[config.mk]
export PLATFORM = sky130hd
export DESIGN_NAME = sliding_window_maximum_top_flat
export DESIGN_NICKNAME = d
export VERILOG_FILES = /design/src/design/swm_pkg.sv /design/src/design/swm_if.sv /design/src/design/swm_cell.sv /design/src/design/swm_head_sel.sv /design/src/design/sliding_window_maximum_top.sv /design/src/flat_wrapper.sv
export SDC_FILE = /design/constraint.sdc
export NUM_CORES = 2
export LEC_CHECK = 0
export BUFFER_PORTS_ARGS = -buffer_cell sky130_fd_sc_hd__buf_2
export CAP_MARGIN = 20
export CORE_MARGIN = 2
export CORE_UTILIZATION = 50
export CTS_BUF_LIST = sky130_fd_sc_hd__clkbuf_16
export CTS_CLUSTER_DIAMETER = 60
export DETAILED_ROUTE_END_ITERATION = 7
export GPL_TIMING_DRIVEN = 0
export HOLD_SLACK_MARGIN = 0.06
export PLACE_DENSITY = 0.76
export SLEW_MARGIN = 40
export SYNTH_ARGS = -nofsm -noshare
export SYNTH_HDL_FRONTEND = slang
export SYNTH_SLANG_ARGS = --single-unit
[constraint.sdc]
create_clock -name clk -period 36.5 [get_ports clk]
set_clock_uncertainty 0.1 [all_clocks]
set_input_delay 1.825 -clock clk [delete_from_list [all_inputs] [get_ports clk]]
set_output_delay 1.825 -clock clk [all_outputs]
set_load 0.02 [all_outputs]
[src/design/swm_pkg.sv]
// swm_pkg: shared constants and types for the sliding window maximum block
// no dependencies; imported by the interfaces, cells, head select and top level
`default_nettype none

package swm_pkg;

	localparam int CFG_W = 7;
	localparam logic [CFG_W-1:0] WINDOW_RESET = 7'd3;
	localparam int GROUP = 8;

	typedef struct packed {
		logic advance;
		logic restart;
	} swm_ctrl_t;

endpackage

`default_nettype wire

[src/design/swm_if.sv]
// swm_if: valid/ready channels of the sliding window maximum block
// depends on swm_pkg for the configuration width
`default_nettype none

interface swm_sample_if #(parameter int SAMPLE_BITS = 16);
	logic valid;
	logic ready;
	logic signed [SAMPLE_BITS-1:0] sample;
	logic restart;
	modport source (output valid, sample, restart, input ready);
	modport sink (input valid, sample, restart, output ready);
endinterface

interface swm_result_if #(parameter int SAMPLE_BITS = 16);
	logic valid;
	logic ready;
	logic signed [SAMPLE_BITS-1:0] window_max;
	modport source (output valid, window_max, input ready);
	modport sink (input valid, window_max, output ready);
endinterface

interface swm_cfg_if;
	logic valid;
	logic ready;
	logic [swm_pkg::CFG_W-1:0] data;
	modport source (output valid, data, input ready);
	modport sink (input valid, data, output ready);
endinterface

`default_nettype wire

[src/design/swm_cell.sv]
// swm_cell: one window position; holds the sample that arrived POS requests ago
// depends on swm_pkg; its neighbor toward the newest sample feeds it
`default_nettype none

module swm_cell #(
	parameter int W    = 16,
	parameter int WS_W = 7,
	parameter int POS  = 0
) (
	input  wire logic                  clk,
	input  wire logic                  arst_n,
	input  wire swm_pkg::swm_ctrl_t    ctrl,
	input  wire logic signed [W-1:0]   sample,
	input  wire logic [WS_W-1:0]       ws,
	input  wire logic signed [W-1:0]   prev_value,
	input  wire logic                  prev_valid,
	output logic signed [W-1:0]        value_q,
	output logic                       valid_q
);
	import swm_pkg::*;

	localparam logic [WS_W-1:0] POS_W = WS_W'(POS);

	logic keep;

	always_comb begin
		if (POS == 0) begin
			keep = 1'b1;
		end else begin
			keep = prev_valid && !ctrl.restart && (POS_W < ws) && (prev_value > sample);
		end
	end

	always_ff @(posedge clk or negedge arst_n) begin
		if (!arst_n) begin
			valid_q <= 1'b0;
		end else if (ctrl.advance) begin
			valid_q <= keep;
		end
	end

	always_ff @(posedge clk) begin
		if (ctrl.advance) begin
			value_q <= prev_value;
		end
	end

endmodule

`default_nettype wire

[src/design/swm_head_sel.sv]
// swm_head_sel: two-level registered search for the oldest live cell
// depends on swm_pkg for the group size; fed by the cell row
`default_nettype none

module swm_head_sel #(
	parameter int N = 64,
	parameter int W = 16
) (
	input  wire logic                 clk,
	input  wire logic                 load_s2,
	input  wire logic [N-1:0]         cell_valid,
	input  wire logic signed [W-1:0]  cell_value [N],
	output logic signed [W-1:0]       head
);
	import swm_pkg::*;

	localparam int NG = (N + GROUP - 1) / GROUP;

	logic signed [W-1:0] grp_val [NG];
	logic [NG-1:0]       grp_any;
	logic signed [W-1:0] grp_val_s2 [NG];
	logic [NG-1:0]       grp_any_s2;

	// oldest live entry wins within each group
	always_comb begin
		for (int g = 0; g < NG; g++) begin
			grp_val[g] = cell_value[g * GROUP];
			grp_any[g] = 1'b0;
			for (int j = 0; j < GROUP; j++) begin
				if ((g * GROUP + j < N) && cell_valid[g * GROUP + j]) begin
					grp_val[g] = cell_value[g * GROUP + j];
					grp_any[g] = 1'b1;
				end
			end
		end
	end

	always_ff @(posedge clk) begin
		if (load_s2) begin
			grp_val_s2 <= grp_val;
			grp_any_s2 <= grp_any;
		end
	end

	always_comb begin
		head = grp_val_s2[0];
		for (int g = 0; g < NG; g++) begin
			if (grp_any_s2[g]) begin
				head = grp_val_s2[g];
			end
		end
	end

endmodule

`default_nettype wire

[src/design/sliding_window_maximum_top.sv]
// sliding_window_maximum_top: running maximum over the last window_size samples
// depends on swm_pkg, swm_if, swm_cell and swm_head_sel
//
// usage:
// samples carries one signed sample and a restart flag per request; restart
// empties the window before that sample is taken. results carries window_max,
// one request per sample once window_size samples have arrived since reset or
// the last restart, none before. cfg writes window_size (0 acts as 1, values
// above WINDOW_MAX act as WINDOW_MAX); it is always ready. it is to be written
// only while the block is idle, a rule on the user that the block does not enforce.
// a row of WINDOW_MAX cells shifts by one position per sample, so a cell's
// index is its sample's age; a cell is dropped when it leaves the window or
// a newer sample is greater or equal.
// throughput: one sample per cycle while results takes its requests. a result
// passes through the cell row, the registered oldest-cell search over groups
// of eight cells and the output register before it is shown.
// reset clears the cells' valid flags, the sample count and all pipeline
// flags and sets window_size to 3. when results stalls, the output register,
// the search stage and the cell row each hold one result, then samples.ready
// drops until results takes its request.
`default_nettype none

module sliding_window_maximum_top #(
	parameter int WINDOW_MAX  = 64,
	parameter int SAMPLE_BITS = 16
) (
	input  wire logic    clk,
	input  wire logic    arst_n,
	swm_sample_if.sink   samples,
	swm_result_if.source results,
	swm_cfg_if.sink      cfg
);
	import swm_pkg::*;

	localparam int SEEN_W = $clog2(WINDOW_MAX + 1);
	localparam int WS_W   = (SEEN_W > CFG_W) ? SEEN_W : CFG_W;
	localparam logic [WS_W-1:0]   WMAX_WS   = WS_W'(WINDOW_MAX);
	localparam logic [SEEN_W-1:0] WMAX_SEEN = SEEN_W'(WINDOW_MAX);

	logic [CFG_W-1:0]  window_size_q;
	logic [SEEN_W-1:0] seen_q;
	logic [SEEN_W-1:0] seen_next;
	logic [WS_W-1:0]   ws_raw;
	logic [WS_W-1:0]   ws_eff;
	logic              accept;
	logic              emit;
	swm_ctrl_t         ctrl;

	logic                         v_s1;
	logic                         v_s2;
	logic                         out_v_q;
	logic signed [SAMPLE_BITS-1:0] out_data_q;
	logic                         out_free;
	logic                         load_out;
	logic                         s2_free;
	logic                         load_s2;

	logic [WINDOW_MAX-1:0]         cell_valid;
	logic signed [SAMPLE_BITS-1:0] cell_value [WINDOW_MAX];
	logic signed [SAMPLE_BITS-1:0] head;

	// configuration
	assign cfg.ready = 1'b1;

	always_ff @(posedge clk or negedge arst_n) begin
		if (!arst_n) begin
			window_size_q <= WINDOW_RESET;
		end else if (cfg.valid && cfg.ready) begin
			window_size_q <= cfg.data;
		end
	end

	always_comb begin
		ws_raw = WS_W'(window_size_q);
		if (ws_raw == '0) begin
			ws_eff = WS_W'(1);
		end else if (ws_raw > WMAX_WS) begin
			ws_eff = WMAX_WS;
		end else begin
			ws_eff = ws_raw;
		end
	end

	// handshake and pipeline control
	assign out_free      = !out_v_q || results.ready;
	assign load_out      = v_s2 && out_free;
	assign s2_free       = !v_s2 || load_out;
	assign load_s2       = v_s1 && s2_free;
	assign samples.ready = !v_s1 || s2_free;
	assign accept        = samples.valid && samples.ready;

	assign ctrl.advance = accept;
	assign ctrl.restart = samples.restart;

	always_comb begin
		if (samples.restart) begin
			seen_next = SEEN_W'(1);
		end else if (seen_q == WMAX_SEEN) begin
			seen_next = seen_q;
		end else begin
			seen_next = seen_q + SEEN_W'(1);
		end
	end

	assign emit = WS_W'(seen_next) >= ws_eff;

	always_ff @(posedge clk or negedge arst_n) begin
		if (!arst_n) begin
			seen_q  <= '0;
			v_s1    <= 1'b0;
			v_s2    <= 1'b0;
			out_v_q <= 1'b0;
		end else begin
			if (accept) begin
				seen_q <= seen_next;
				v_s1   <= emit;
			end else if (load_s2) begin
				v_s1 <= 1'b0;
			end
			if (load_s2) begin
				v_s2 <= 1'b1;
			end else if (load_out) begin
				v_s2 <= 1'b0;
			end
			if (load_out) begin
				out_v_q <= 1'b1;
			end else if (results.ready) begin
				out_v_q <= 1'b0;
			end
		end
	end

	always_ff @(posedge clk) begin
		if (load_out) begin
			out_data_q <= head;
		end
	end

	assign results.valid      = out_v_q;
	assign results.window_max = out_data_q;

	// cell row, newest sample at cell 0
	for (genvar k = 0; k < WINDOW_MAX; k++) begin : g_cell
		if (k == 0) begin : g_first
			swm_cell #(.W(SAMPLE_BITS), .WS_W(WS_W), .POS(k)) u_cell (
				.clk        (clk),
				.arst_n     (arst_n),
				.ctrl       (ctrl),
				.sample     (samples.sample),
				.ws         (ws_eff),
				.prev_value (samples.sample),
				.prev_valid (1'b1),
				.value_q    (cell_value[k]),
				.valid_q    (cell_valid[k])
			);
		end else begin : g_rest
			swm_cell #(.W(SAMPLE_BITS), .WS_W(WS_W), .POS(k)) u_cell (
				.clk        (clk),
				.arst_n     (arst_n),
				.ctrl       (ctrl),
				.sample     (samples.sample),
				.ws         (ws_eff),
				.prev_value (cell_value[k-1]),
				.prev_valid (cell_valid[k-1]),
				.value_q    (cell_value[k]),
				.valid_q    (cell_valid[k])
			);
		end
	end

	swm_head_sel #(.N(WINDOW_MAX), .W(SAMPLE_BITS)) u_head_sel (
		.clk        (clk),
		.load_s2    (load_s2),
		.cell_valid (cell_valid),
		.cell_value (cell_value),
		.head       (head)
	);

`ifndef NO_ASSERTIONS
	a_ready_when_s1_empty: assert property (@(posedge clk) disable iff (!arst_n)
		!v_s1 |-> samples.ready)
		else $error("sample channel stalled with no pending result");

	a_newest_live: assert property (@(posedge clk) disable iff (!arst_n)
		v_s1 |-> cell_valid[0])
		else $error("pending result without a live newest cell");

	a_restart_single: assert property (@(posedge clk) disable iff (!arst_n)
		accept && samples.restart |=> $countones(cell_valid) == 1)
		else $error("restart left older cells live");

	a_out_from_s2: assert property (@(posedge clk) disable iff (!arst_n)
		$rose(out_v_q) |-> $past(v_s2))
		else $error("result shown without a search stage request");
`endif

endmodule

`default_nettype wire

[src/flat_wrapper.sv]
// flat-port wrapper written by rule: the top's interface ports become plain ports
module sliding_window_maximum_top_flat import swm_pkg::*;
#(
	parameter int WINDOW_MAX  = 64,
	parameter int SAMPLE_BITS = 16
)
  (clk, arst_n, samples_valid, samples_sample, samples_restart, samples_ready, results_valid, results_window_max, results_ready, cfg_valid, cfg_data, cfg_ready);
  swm_sample_if #(.SAMPLE_BITS(SAMPLE_BITS)) samples_i ();
  swm_result_if #(.SAMPLE_BITS(SAMPLE_BITS)) results_i ();
  swm_cfg_if cfg_i ();
  input  wire logic clk;
  input  wire logic arst_n;
  input wire logic [$bits(samples_i.valid)-1:0] samples_valid;
  input wire logic [$bits(samples_i.sample)-1:0] samples_sample;
  input wire logic [$bits(samples_i.restart)-1:0] samples_restart;
  output wire logic [$bits(samples_i.ready)-1:0] samples_ready;
  output wire logic [$bits(results_i.valid)-1:0] results_valid;
  output wire logic [$bits(results_i.window_max)-1:0] results_window_max;
  input wire logic [$bits(results_i.ready)-1:0] results_ready;
  input wire logic [$bits(cfg_i.valid)-1:0] cfg_valid;
  input wire logic [$bits(cfg_i.data)-1:0] cfg_data;
  output wire logic [$bits(cfg_i.ready)-1:0] cfg_ready;
  assign samples_i.valid = samples_valid;
  assign samples_i.sample = samples_sample;
  assign samples_i.restart = samples_restart;
  assign samples_ready = samples_i.ready;
  assign results_valid = results_i.valid;
  assign results_window_max = results_i.window_max;
  assign results_i.ready = results_ready;
  assign cfg_i.valid = cfg_valid;
  assign cfg_i.data = cfg_data;
  assign cfg_ready = cfg_i.ready;
  sliding_window_maximum_top #(.WINDOW_MAX(WINDOW_MAX), .SAMPLE_BITS(SAMPLE_BITS)) u_core (.clk(clk), .arst_n(arst_n), .samples(samples_i), .results(results_i), .cfg(cfg_i));
endmodule
# Yosys cells after proc, flatten, opt, wreduce, memory -nomap -nowiden
# Index checks and enable logic that the tools add are counted.
[word_totals]
mem_bits_ro = 0
ram_bits = 0
memories = 0
latchBits = 0
ff_bits = 1256
inputBits = 29
output_inout_bits = 19
[op_classes]
order_cmp = 128
reduce_logical = 210
addsub = 1
n_mux = 80
bitwise = 0
n_shift = 0
n_mul = 0
eq_ne = 1
div = 0
[op_table]
columns = ["cell", "count"]
rows = [
  ["$gt A16 B16 Y1", 63],
  ["$mux W16", 63],
  ["$lt A6 B7 Y1 const A", 32],
  ["$logic_and A1 B1 Y1", 192],
  ["$lt A5 B7 Y1 const A", 16],
  ["$lt A4 B7 Y1 const A", 8],
  ["$reduce_or A7 Y1", 7],
  ["$lt A3 B7 Y1 const A", 4],
  ["$mux W7", 4],
  ["$lt A2 B7 Y1 const A", 2],
  ["$mux W1", 13],
  ["$add A7 B1 Y7 const B", 1],
  ["$eq A7 B7 Y1 const B", 1],
  ["$ge A7 B7 Y1", 1],
  ["$gt A7 B7 Y1 const B", 1],
  ["$logic_not A7 Y1", 1],
  ["$lt A1 B7 Y1 const A", 1],
  ["$reduce_bool A2 Y1", 3],
  ["$logic_not A1 Y1", 4],
  ["$logic_or A1 B1 Y1", 3],
]

# Logic depth before layout (Yosys ltp)
[depth]
depth_word = 7
mapped_depth = 13

# Worst setup path after synthesis
# No wires, ideal clock.
[synth_path]
path_kind = "input port to flip-flop"
start = "input port results_ready"
end = "register u_core.seen_q[4]"
t_required_ns = 36.211
path_stages = 6
arrival_time_ns = 33.732
n_path_buf = 1
setup_slack_ns = 2.479
cell_sequence = "and4b_4 inv_2 nand2_2 inv_1 clkbuf_1 mux2_2"
[synth_via]
elab_chain_cells = 5
[synth_lines]
columns = ["item", "line", "text"]
rows = [
  ["from (decl)", "flat_wrapper.sv:19", "input wire logic [$bits(results_i.ready)-1:0] results_ready;"],
  ["$logic_or A1 B1 Y1", "sliding_window_maximum_top.sv:85", "assign out_free = !out_v_q || results.ready;"],
  ["$logic_and A1 B1 Y1", "sliding_window_maximum_top.sv:86", "assign load_out = v_s2 && out_free;"],
  ["$logic_or A1 B1 Y1", "sliding_window_maximum_top.sv:87", "assign s2_free = !v_s2 || load_out;"],
  ["$logic_or A1 B1 Y1", "sliding_window_maximum_top.sv:89", "assign samples.ready = !v_s1 || s2_free;"],
  ["net samples_ready", "flat_wrapper.sv:16", "output wire logic [$bits(samples_i.ready)-1:0] samples_ready;"],
  ["$logic_and A1 B1 Y1", "sliding_window_maximum_top.sv:90", "assign accept = samples.valid && samples.ready;"],
  ["net u_core.accept", "sliding_window_maximum_top.sv:45", "logic accept;"],
  ["to (signal assigned)", "sliding_window_maximum_top.sv:115", "seen_q <= seen_next;"],
  ["to (decl)", "sliding_window_maximum_top.sv:41", "logic [SEEN_W-1:0] seen_q;"],
]
# The timed path passes the listed nets, and every way through them passes these cells.
# A chain may end at the register's enable or synchronous reset.

# Worst setup path after layout
[layout_path]
start = "input port results_ready"
end = "output port samples_ready"
[layout_via]
elab_chain_cells = 4
[layout_lines]
columns = ["item", "line"]
rows = [
  ["$logic_or A1 B1 Y1", "sliding_window_maximum_top.sv:85"],
  ["$logic_and A1 B1 Y1", "sliding_window_maximum_top.sv:86"],
  ["$logic_or A1 B1 Y1", "sliding_window_maximum_top.sv:87"],
  ["$logic_or A1 B1 Y1", "sliding_window_maximum_top.sv:89"],
  ["to (decl)", "flat_wrapper.sv:16"],
]
# No other way between the ends.

==> results.md <==
Route:
- The detail route stage leaves a number of antenna-violating nets equal to 0.
- After the first detailed-routing iteration, the DRC count stood at 6,255.
- Detailed routing inserted a total of 53,500 vias.
- The DRC violation count after routing is 0.
- Using the TritonRoute via totals, the vias-per-cell ratio works out to 6.53.
- The routed design has 213,000 µm of wire.
- The number of iterations in the first detailed-routing pass is 6.
- The routed wire length per instance is 26.0 µm.

Clocking:
- The total setup buffers inserted after CTS is 0.
- After clock tree synthesis, the clock-pin slew on the worst setup and hold paths is 60 ps.
- For this design, the CTS-stage hold fixing added 0 buffers.
- The total clock buffers created by CTS is 137.
- The level count of the clock H-tree is 4.
- The clock tree from TritonCTS is built.
- Clock latency on the worst-skew pair, taken at its later pin, is 800 ps.
- The number of gates given a new drive strength after cts is 0.
- In this run the deepest clock path goes through 3 buffers.
- The sink count of the clock tree is 1,256.
- The root buffer cell chosen for the clock tree is sky130_fd_sc_hd__clkbuf_16.

Worst setup path:
- The capture instance of the worst register-to-register path is u_core.v_s1$_DFFE_PN0P_.
- The launching instance or port of the critical path is results_ready.
- The start-to-end type of the worst setup path is in2out.
- Counting cells, the worst reg-to-reg path comes to 12.
- The worst setup path endpoint is samples_ready.
- In this run the worst path has a maximum fanout of 5.
- The type of origin of the critical path is an input pin.
- The launching point of the worst reg2reg path is u_core.window_size_q[5]$_DFFE_PN0P_.
- The worst setup path is captured at an output port.
- The required time of the worst setup path is 34,580 ps.
- The slack of the worst reg-to-reg path is 32,650 ps.
- The arrival time of data at the critical path endpoint is 2620 ps.

Finish:
- The layout filler cell count is 11,400.
- The area growth from synthesis to layout is 11.9%.
- For this run, the post-layout net count is 7,222.
- The proportion of layout cells with a drive suffix above 1 is 6.26%.

Logic synthesis:
- The post-synthesis sequential area ratio is 52.6%.
- In this run the biggest area consumer among cell types represents 49.7% of the synthesized area.
- Yosys attributes the largest share of cell area to sky130_fd_sc_hd__edfxtp_1, sky130_fd_sc_hd__ha_1, sky130_fd_sc_hd__a21oi_1.
- The most used flip-flop cell after synthesis is sky130_fd_sc_hd__edfxtp_1.
- The Yosys step of the flow raised 0 warnings.
- The number of standard cells after synthesis is 5,937.
- The combined area of all synthesized cells is 71,000 µm².
- The number of distinct library cells after synthesis is 76.
- The average cell area after synthesis is 12.0 µm².
- The biggest area consumer among synthesized cells is sky130_fd_sc_hd__edfxtp_1.
- Synthesis inferred 1,256 register bits.
- The number of enable flip-flop cells after synthesis is 1,175.
- In the synthesized netlist the async set-or-reset flop fraction comes to 6.45%.
- The number of nets produced by synthesis is 6,982.

Power and ir drop:
- The worst IR drop on VDD is 0.0380 mV.
- The total power density per cell area is 44.8 nW/µm².
- The completed layout was analyzed and its total power is 3.55 mW.
- The analysis attributes to cell leakage a power of 30.7 nW.

Placement:
- The pre-CTS setup slack is 31,410 ps.
- The final RePlAce weighted congestion is 0.962.
- The count of buffers added on input and output ports is 45.
- The placed wire-length estimate after detailed placement is 150,000 µm.

Timing:
- The transition time at the pin with the least slew margin is 942 ps.
- The portion of the clock cycle consumed by the worst path in the final layout is 12.4%.
- For this run, the top clock speed supported by timing is 220 MHz.
- Setup repair after global routing left no endpoint under its margin.
- In this run the tightest slew margin relative to its limit is 37.2%.
- The number of endpoints failing setup at the final stage is 0.
- The routed design could run at a clock period as short as 4540 ps.
- The total count of hold-check failures in the final report is 0.
- In the post-route analysis, the smallest setup slack over all paths is 31,960 ps.
- The final-report max-slew violation count is 0.

Run status:
- The run finished with clean final reports.

Global route:
- The number of global-route vias before repair was 53,000.
- The total grt overflow is 0.
- The largest net degree at the start of global routing is 50.
- The first global-routing pass estimated 318,000 µm of wire.
- The initial antenna violation count is 10.
- The total track usage is 28.7%.

Job:
- Max-cap violations in this run came to 0.

Min path:
- The class of the tightest hold or removal check is reg2reg.
- The cell depth of the worst min-delay path is 0.

Floorplanning:
- The count of boundary I/O pins is 48.
- The floorplan has 138 rows.
- Measured along the x axis, the die boundary spans 381 µm.
- The placeable core region is 141,000 µm².
- The initial core utilization is 50.2%.
- The die covers 145,000 µm².
- The die is 381 µm tall.
final cells by class:
cell class | count | area, µm² | share of cell area (%)
clock buffer | 143 | 3580 | 4.51
tap | 1890 | 2360 | 2.98
inverter | 181 | 792 | 0.997
timing repair buffer | 101 | 1520 | 1.91
multi-input combinational | 4299 | 32200 | 40.6
sequential | 1256 | 37300 | 47.0
antenna | 8 | 20.0 | 0.0252
buffer | 201 | 820 | 1.03
clock inverter | 112 | 796 | 1.00
synthesized netlist by cell type (9+ instances only):
master and count:
sky130_fd_sc_hd__nand3_1 101, sky130_fd_sc_hd__clkbuf_1 152, sky130_fd_sc_hd__mux2i_1 279, sky130_fd_sc_hd__a31oi_1 26
sky130_fd_sc_hd__o211ai_1 58, sky130_fd_sc_hd__a21o_1 124, sky130_fd_sc_hd__edfxtp_1 1175, sky130_fd_sc_hd__or3_1 15
sky130_fd_sc_hd__o21ai_0 303, sky130_fd_sc_hd__a22o_1 9, sky130_fd_sc_hd__a211oi_1 54, sky130_fd_sc_hd__dfrtp_1 79
sky130_fd_sc_hd__nor3_1 60, sky130_fd_sc_hd__and4_1 23, sky130_fd_sc_hd__a21oi_1 696, sky130_fd_sc_hd__a22oi_1 36
sky130_fd_sc_hd__and3_1 29, sky130_fd_sc_hd__a221oi_1 45, sky130_fd_sc_hd__nand2_1 409, sky130_fd_sc_hd__o221ai_1 43
sky130_fd_sc_hd__nand4_1 159, sky130_fd_sc_hd__nor4_1 29, sky130_fd_sc_hd__or2_2 13, sky130_fd_sc_hd__a211o_1 9
sky130_fd_sc_hd__nor2b_1 95, sky130_fd_sc_hd__buf_2 24, sky130_fd_sc_hd__o2111ai_1 9, sky130_fd_sc_hd__xor2_1 12
sky130_fd_sc_hd__buf_1 20, sky130_fd_sc_hd__o21bai_1 10, sky130_fd_sc_hd__ha_1 1016, sky130_fd_sc_hd__o31ai_1 53
sky130_fd_sc_hd__nand2b_1 37, sky130_fd_sc_hd__nor2_1 328, sky130_fd_sc_hd__o22ai_1 77, sky130_fd_sc_hd__a2111oi_0 22
sky130_fd_sc_hd__inv_1 179, sky130_fd_sc_hd__a221o_1 11
where the power goes:
part	leakage [nW]	switching (mW)	internal (mW)
Clock	2.29	0.599	0.781
Sequential	12.5	0.0700	1.67
Combinational	16.0	0.276	0.158
Total	30.7	0.945	2.61
kinds of logic after synthesis:
family                   count (synthesis)  share of synthesized area (%)
buffers and inverters                  382                           2.09
flip-flops                            1256                           52.6
other                                    1                        0.00529
XOR/XNOR                                20                          0.247
adder cells (fa/ha/maj)               1017                           17.9
multiplexers                           285                           4.03
AND/OR/NAND/NOR                       1334                           9.06
AO/OA/AOI/OAI                         1642                           14.0
cell usage in the layout (no fill, tap or decap), types with 11 or more instances in the layout:
cell / Yosys / layout
sky130_fd_sc_hd__edfxtp_1: 1175 / 1175
sky130_fd_sc_hd__ha_1: 1016 / 1016
sky130_fd_sc_hd__a21oi_1: 696 / 696
sky130_fd_sc_hd__nand2_1: 409 / 409
sky130_fd_sc_hd__nor2_1: 328 / 324
sky130_fd_sc_hd__o21ai_0: 303 / 303
sky130_fd_sc_hd__mux2i_1: 279 / 279
sky130_fd_sc_hd__inv_1: 179 / 196
sky130_fd_sc_hd__nand4_1: 159 / 159
sky130_fd_sc_hd__clkbuf_1: 152 / 143
sky130_fd_sc_hd__clkbuf_16: 0 / 143
sky130_fd_sc_hd__a21o_1: 124 / 124
sky130_fd_sc_hd__nand3_1: 101 / 101
sky130_fd_sc_hd__nor2b_1: 95 / 95
sky130_fd_sc_hd__dfrtp_1: 79 / 79
sky130_fd_sc_hd__o22ai_1: 77 / 77
sky130_fd_sc_hd__buf_2: 24 / 69
sky130_fd_sc_hd__o211ai_1: 58 / 58
sky130_fd_sc_hd__nor3_1: 60 / 57
sky130_fd_sc_hd__a211oi_1: 54 / 54
sky130_fd_sc_hd__o31ai_1: 53 / 53
sky130_fd_sc_hd__a221oi_1: 45 / 45
sky130_fd_sc_hd__o221ai_1: 43 / 43
sky130_fd_sc_hd__nand2b_1: 37 / 37
sky130_fd_sc_hd__a22oi_1: 36 / 36
sky130_fd_sc_hd__clkinv_1: 1 / 31
sky130_fd_sc_hd__buf_12: 0 / 31
sky130_fd_sc_hd__and3_1: 29 / 29
sky130_fd_sc_hd__nor4_1: 29 / 29
sky130_fd_sc_hd__clkinv_2: 0 / 27
sky130_fd_sc_hd__a31oi_1: 26 / 26
sky130_fd_sc_hd__and4_1: 23 / 23
sky130_fd_sc_hd__a2111oi_0: 22 / 22
sky130_fd_sc_hd__buf_16: 0 / 22
sky130_fd_sc_hd__buf_1: 20 / 18
sky130_fd_sc_hd__inv_8: 0 / 15
sky130_fd_sc_hd__or3_1: 15 / 15
sky130_fd_sc_hd__or2_2: 13 / 13
sky130_fd_sc_hd__xor2_1: 12 / 12
sky130_fd_sc_hd__a221o_1: 11 / 11
sequential cells by signal, indices dropped and copies added (netlist names):
name                                  cells
u_core.results.valid                      1
u_core.g_cell.g_rest.u_cell.value_q    1008
u_core.results.window_max                16
u_core.g_cell.g_first.u_cell.value_q     16
u_core.u_head_sel.grp_val_s2            128
u_core.g_cell.g_first.u_cell.valid_q      1
u_core.u_head_sel.grp_any_s2              7
u_core.g_cell.g_rest.u_cell.valid_q      63
u_core.seen_q                             7
u_core.window_size_q                      7
u_core.v_s2                               1
u_core.v_s1                               1
routing by layer:
| metal | share of wire (%) | up-vias | track usage, % | wire, µm |
|---|---|---|---|---|
| li1 | - | 23700 | - | - |
| met1 | 38 | 26100 | 36.3 | 81900 |
| met2 | 46 | 2963 | 46.4 | 98700 |
| met3 | 9.3 | 714 | 5.53 | 19800 |
| met4 | 5.9 | 10 | 15.9 | 12500 |
| met5 | 0.041 | - | 0 | 88 |
worst min-delay path by stage:
| stage | from | end | slack [ps] |
|---|---|---|---|
| CTS | u_core.g_cell[21].g_rest.u_cell.value_q[0]$_DFFE_PP_ | u_core.g_cell[22].g_rest.u_cell.value_q[0]$_DFFE_PP_ | 350 |
| global placement | u_core.g_cell[29].g_rest.u_cell.value_q[0]$_DFFE_PP_ | u_core.g_cell[30].g_rest.u_cell.value_q[0]$_DFFE_PP_ | 330 |
| floorplan | u_core.g_cell[19].g_rest.u_cell.value_q[0]$_DFFE_PP_ | u_core.g_cell[20].g_rest.u_cell.value_q[0]$_DFFE_PP_ | 330 |
| global route | u_core.g_cell[59].g_rest.u_cell.value_q[0]$_DFFE_PP_ | u_core.g_cell[60].g_rest.u_cell.value_q[0]$_DFFE_PP_ | 370 |
| detailed placement | u_core.g_cell[21].g_rest.u_cell.value_q[0]$_DFFE_PP_ | u_core.g_cell[22].g_rest.u_cell.value_q[0]$_DFFE_PP_ | 330 |
| finish | u_core.g_cell[59].g_rest.u_cell.value_q[0]$_DFFE_PP_ | u_core.g_cell[60].g_rest.u_cell.value_q[0]$_DFFE_PP_ | 350 |
critical path, stage by stage:
cell and delay (ps):
sky130_fd_sc_hd__buf_2 110, sky130_fd_sc_hd__and4b_4 450, sky130_fd_sc_hd__inv_2 70, sky130_fd_sc_hd__buf_2 160
metrics by stage:
stage                     util (%)  setup TNS, ps  instance area [µm²]  hold slack [ps]  std cells
after detailed placement      53.1              0                75000              335       7928
after global placement        52.1       -7242030                73500              334       7872
final                         56.2              0                79400              351       8191
after global routing          56.2              0                79400              369       8184
after CTS                     56.2              0                79400              350       8183
after floorplan                  -              0                71000              326       5937
No activity file was read; power rests on OpenSTA's default activity.
